[config.mk]
export PLATFORM = sky130hd
export DESIGN_NAME = bfdh_mod
export DESIGN_NICKNAME = d
export VERILOG_FILES = /design/src/hdl/bfdh_pkg.sv /design/src/hdl/bfdh_mod.sv
export SDC_FILE = /design/constraint.sdc
export NUM_CORES = 1
export LEC_CHECK = 0
export BUFFER_PORTS_ARGS = -buffer_cell sky130_fd_sc_hd__buf_2
export CAP_MARGIN = 20
export CORE_MARGIN = 2
export CORE_UTILIZATION = 36
export DETAILED_ROUTE_END_ITERATION = 6
export SYNTH_ARGS = -nofsm -noshare
export SYNTH_HDL_FRONTEND = slang
export SYNTH_SLANG_ARGS = --single-unit
export TNS_END_PERCENT = 1
[constraint.sdc]
create_clock -name clk -period 7.3 [get_ports clk]
set_input_delay 1.825 -clock clk [delete_from_list [all_inputs] [get_ports clk]]
set_output_delay 1.825 -clock clk [all_outputs]
set_load 0.1 [all_outputs]
[src/hdl/bfdh_pkg.sv]
`timescale 1ns / 1ps
// ----------------------------------------------------------------------------
// bfdh_pkg
// Shared types and constants of the FNV double-hash Bloom filter.
// ----------------------------------------------------------------------------
package bfdh_pkg;

    localparam int KEY_W      = 32;
    localparam int HASH_W     = 32;
    localparam int NH_W       = 5;
    localparam int FB_W       = 17;
    localparam int REM_W      = 17;
    localparam int CFG_IDX_W  = 2;
    localparam int CFG_DATA_W = 17;
    localparam int MOD_STEPS  = HASH_W / 2;
    localparam int MOD_CNT_W  = $clog2(MOD_STEPS);

    localparam logic [HASH_W-1:0] FNV_PRIME = 32'h0100_0193;

    localparam logic [NH_W-1:0] NH_RESET = 5'd1;
    localparam logic [FB_W-1:0] FB_RESET = 17'd65536;

    localparam logic [CFG_IDX_W-1:0] CFG_NUM_HASHES  = 2'd0;
    localparam logic [CFG_IDX_W-1:0] CFG_FILTER_BITS = 2'd1;

    localparam logic CMD_INSERT = 1'b0;
    localparam logic CMD_QUERY  = 1'b1;

    typedef enum logic [3:0] {
        ST_CLEAR,
        ST_IDLE,
        ST_HASH0,
        ST_HASH1,
        ST_DIV_GO,
        ST_DIV_WAIT,
        ST_ACCESS,
        ST_CHECK,
        ST_RESULT
    } state_t;

    typedef struct packed {
        logic              start;
        logic [HASH_W-1:0] dividend;
        logic [REM_W-1:0]  divisor;
    } mod_req_t;

    typedef struct packed {
        logic             done;
        logic [REM_W-1:0] rem;
    } mod_rsp_t;

endpackage

[src/hdl/bfdh_mod.sv]
`timescale 1ns / 1ps
// ----------------------------------------------------------------------------
// bfdh_mod
// Iterative remainder unit: 32-bit dividend modulo 17-bit divisor,
// two restoring steps per cycle, one request at a time.
// ----------------------------------------------------------------------------
module bfdh_mod (
    input  logic               clk,
    input  logic               rst_n,
    input  bfdh_pkg::mod_req_t req,
    output bfdh_pkg::mod_rsp_t rsp
);

    import bfdh_pkg::*;

    logic                 busy_reg,  busy_next;
    logic                 done_reg,  done_next;
    logic [MOD_CNT_W-1:0] cnt_reg,   cnt_next;
    logic [HASH_W-1:0]    dvd_reg,   dvd_next;
    logic [REM_W-1:0]     rem_reg,   rem_next;
    logic [REM_W-1:0]     div_reg,   div_next;

    logic [REM_W:0]   t1;
    logic [REM_W:0]   t2;
    logic [REM_W-1:0] r1;
    logic [REM_W-1:0] r2;

    always_comb
    begin
        t1 = {rem_reg, dvd_reg[HASH_W-1]};
        r1 = (t1 >= {1'b0, div_reg}) ? REM_W'(t1 - {1'b0, div_reg}) : t1[REM_W-1:0];
        t2 = {r1, dvd_reg[HASH_W-2]};
        r2 = (t2 >= {1'b0, div_reg}) ? REM_W'(t2 - {1'b0, div_reg}) : t2[REM_W-1:0];
    end

    always_comb
    begin
        busy_next = busy_reg;
        done_next = 1'b0;
        cnt_next  = cnt_reg;
        dvd_next  = dvd_reg;
        rem_next  = rem_reg;
        div_next  = div_reg;
        if (req.start)
        begin
            busy_next = 1'b1;
            cnt_next  = '0;
            dvd_next  = req.dividend;
            rem_next  = '0;
            div_next  = req.divisor;
        end
        else if (busy_reg)
        begin
            rem_next = r2;
            dvd_next = dvd_reg << 2;
            cnt_next = cnt_reg + 1'b1;
            if (cnt_reg == MOD_CNT_W'(MOD_STEPS - 1))
            begin
                busy_next = 1'b0;
                done_next = 1'b1;
            end
        end
    end

    always_ff @(posedge clk or negedge rst_n)
    begin
        if (!rst_n)
        begin
            busy_reg <= 1'b0;
            done_reg <= 1'b0;
            cnt_reg  <= '0;
        end
        else
        begin
            busy_reg <= busy_next;
            done_reg <= done_next;
            cnt_reg  <= cnt_next;
        end
    end

    always_ff @(posedge clk)
    begin
        dvd_reg <= dvd_next;
        rem_reg <= rem_next;
        div_reg <= div_next;
    end

    assign rsp.done = done_reg;
    assign rsp.rem  = rem_reg;

    a_rem_below_div: assert property (@(posedge clk) disable iff (!rst_n)
        done_reg |-> rem_reg < div_reg)
        else $error("remainder not below divisor");

    a_done_after_busy: assert property (@(posedge clk) disable iff (!rst_n)
        $fell(busy_reg) |-> done_reg)
        else $error("busy ended without done");

    a_start_when_free: assert property (@(posedge clk) disable iff (!rst_n)
        req.start |-> !busy_reg)
        else $error("start while busy");

endmodule

==> flow_metrics.py <==
metrics = {
    "synthesis": {
        "yosysSeqAreaShare": 0.393,
        "post_synth_and_or_nand_nor_area_fraction": 0.134,
        "postSynthNetCount": 573,
        "post_synth.cell_area_avg_um2": 10.3,
        "async_flop_share": 0.0833,
        "yosys.area.top_type_share": 0.295,
        "postSynth.topFlopCell": "edfxtp_1",
        "synth_area_leaders": "edfxtp_1 (29%), ha_1 (8.8%), mux2_2 (7.4%)",
        "synth_edf_count": 49,
        "yosysWarningCount": 0,
        "distinct_cells_synth": 71,
        "yosys-mux-area-fraction": 0.0985,
        "synth-compound-area-share": 0.183,
        "mapped_area_um2": 4990,
        "synthXorXnorAreaFrac": 0.0438,
        "synth-seq-cells": 72,
        "largest_family_of_logic_cells_by_synthesized_area": "compound AO/OA/AOI/OAI gates",
        "post_synth_fa_ha_maj_area_fraction": 0.0957,
        "syn-instance-count": 484,
        "synthDominantAreaCellType": "edfxtp_1",
    },
    "clocking": {
        "cts.htree.levels": 3,
        "post_cts.resized_instances": 0,
        "clock_sink_count": 72,
        "cts.root.buffer_cell": "clkbuf_16",
        "post_cts_hold_buffer_count": 0,
        "cts_made_buffers": 9,
        "path_clk_slew_ps": 60,
        "post_cts_buffers": 0,
        "tritoncts": "done",
        "clk-insertion-delay-late_ps": 350,
        "clk_path_buf_depth": 2,
    },
    "timing": {
        "skew_ps": 8.18,
        "setup_viol_count_final": 0,
        "max_slew_violation_count": 0,
        "layout_worst_path_cycle_share": 0.817,
        "finalWorstPathRequiredPeriod_ps": 5960,
        "tightest_slew_ps": 907,
        "report.final.hold_viol_count": 0,
        "worst_slew_margin_rel": 0.395,
        "setup-tns-final_ps": 0,
        "grt_setup_unrepaired": "false",
        "clock.fmax_mhz": 168,
    },
    "job": {
        "maxCapViolations": 0,
    },
    "layout": {
        "areaGrowthSynthToFinish_pct": 14.3,
        "nFillCells": 1378,
        "regArea_um2": 1960,
        "mostFrequentLayoutCell": "buf_2",
        "multi_input_area_um2": 2770,
        "antennaDiodeCount": 0,
        "final_nets": 637,
        "drive_above_1_share": 0.241,
        "largest_register_ffs": 32,
        "instances_no_fill": 733,
        "most-common-layout-cells": "buf_2 (69), edfxtp_1 (49), ha_1 (35), nor2_1 (33), mux2_2 (33)",
    },
    "grt": {
        "grt_start_max_net_pins": 73,
        "grt.overflow.total": 0,
        "grt_util_all_layers": 0.178,
        "vias_in_the_first_global_route": 4022,
        "antenna_violations_before_repair": 0,
        "grt_first_pass_wirelength_mm": 20.3,
    },
    "power_and_ir_drop": {
        "pwr_density_cell_nw_per_um2": 483,
        "power.ir.vdd_worst_mv": 0.176,
        "leakage_uw": 0.00243,
        "power.switching_fraction": 0.483,
        "cell_internal_pwr_uw": 1430,
        "power.share.clock": 0.149,
        "p_comb_frac": 0.647,
        "p_switching_uw": 1330,
        "power.share.sequential": 0.204,
    },
    "setup_path": {
        "timing.critical_path.fanout_max": 17,
        "timing.critical_path.from_type": "flip-flop",
        "crit_path_end_kind": "flip-flop",
        "ff2ff_path_depth": 19,
        "required_ps": 7480,
        "critical_path_arrival_ps": 6150,
        "path_class": "flip-flop to flip-flop",
    },
    "hold_path": {
        "hold_path_depth": 2,
        "class_of_the_tightest_hold_or_removal_check": "flip-flop to flip-flop",
    },
    "die": {
        "num_rows": 43,
        "floorplan.die_area_um2": 14800,
        "fp.dieH_um": 122,
        "ios": 70,
        "die-width_um": 122,
        "floorplan.core_area_um2": 13700,
        "floorplan.initialDensity": 0.364,
    },
    "placement": {
        "dp.final_hpwl_mm": 8.90,
        "place_inst": 717,
        "gp_routability_congestion": 0.867,
        "port-buffer-count": 69,
    },
    "route": {
        "wire_per_inst_um": 16.7,
        "drc_errors": 0,
        "vias_per_cell": 5.39,
        "drt_pre_antenna_iters": 4,
        "postRouteWirelength_mm": 12.3,
        "vias": 3950,
        "detail-route-antenna-nets": 0,
        "detail_route.iter0.violations": 209,
    },
    "status": {
        "status": "complete, no violations",
    },
}
## path summary, 6_finish.rpt
path	start	slack, ps	to
max in group asynchronous	rst_n	5860	busy_reg
min reg2reg	rem_reg[14]	520	rem_reg[14]
min	rem_reg[14]	520	rem_reg[14]
max reg2reg	dvd_reg[31]	1340	rem_reg[3]
min in group asynchronous	rst_n	1290	cnt_reg[2]
max	dvd_reg[31]	1340	rem_reg[3]
## area by class of cell
class | count | area share
clock buffers | 9 | 0.0394
clock inverters | 7 | 0.00833
inverters | 28 | 0.0184
multi-input cells | 364 | 0.485
flip-flops and latches | 72 | 0.344
well taps | 180 | 0.0394
repair buffers | 73 | 0.0657
## synthesized netlist by cell type, types with 6 or more instances
master,count
edfxtp_1,49
ha_1,35
mux2_2,33
nor2_1,33
nand2_1,31
o21ai_0,30
inv_1,28
a211oi_1,19
a21oi_1,18
dfxtp_1,17
xnor2_1,15
mux2i_1,12
o21a_1,10
xor2_1,10
a21o_1,9
nand4_1,9
nor3_1,9
clkbuf_1,7
nor2b_1,7
dfrtp_1,6
## power by group through the flow
stage | clock, uW | combinational, uW | sequential [uW]
3_5_place_dp | 0 | 1760 | 571
3_3_place_gp | 0 | 1740 | 570
4_1_cts | 428 | 1770 | 563
5_1_grt | 440 | 1960 | 569
6_report | 412 | 1780 | 562
2_1_floorplan | 0 | 1230 | 787
## metal layers
layer  part of all wire  up-vias  track usage  wire length (um)
li1                   -     1946            -                 -
met1               0.45     1895        0.218              5500
met2               0.48       89        0.292              5860
met3              0.052       20       0.0529               637
met4              0.022        0       0.0711               264
met5                  0        -            0                 0
## logic make-up after synthesis
family	after synthesis
fa+ha+maj	37
simple gates	130
compound gates	127
buf+inv	48
xor+xnor	25
mux	45
flops	72
## per-stage QoR
step                      worst slack, ps  total power [uW]  cell area (um2)  hold slack [ps]   util
after floorplan                      1620              2020             4990              505      -
after global placement               1520              2310             5440              517  0.396
after detailed placement             1400              2330             5440              515  0.396
after CTS                            1350              2760             5710              523  0.416
after global routing                  749              2970             5710              542  0.416
final                                1340              2760             5710              518  0.416
## worst max-delay path, stage by stage, from the launching register on
cell       delay (ps)
edfxtp_1          390
inv_1              70
ha_1              170
inv_1              60
fa_1              420
a211oi_1          260
o31a_1            250
nor4b_1            90
nor3b_2           750
o21ai_0           360
fa_1              520
a211oi_1          290
o21ai_0           180
a21oi_2           210
a31oi_2           160
o311a_4           420
a2111oi_4         470
buf_4             390
mux2i_1           220
a211oi_1           90
Power figures use the tool's default switching activity.
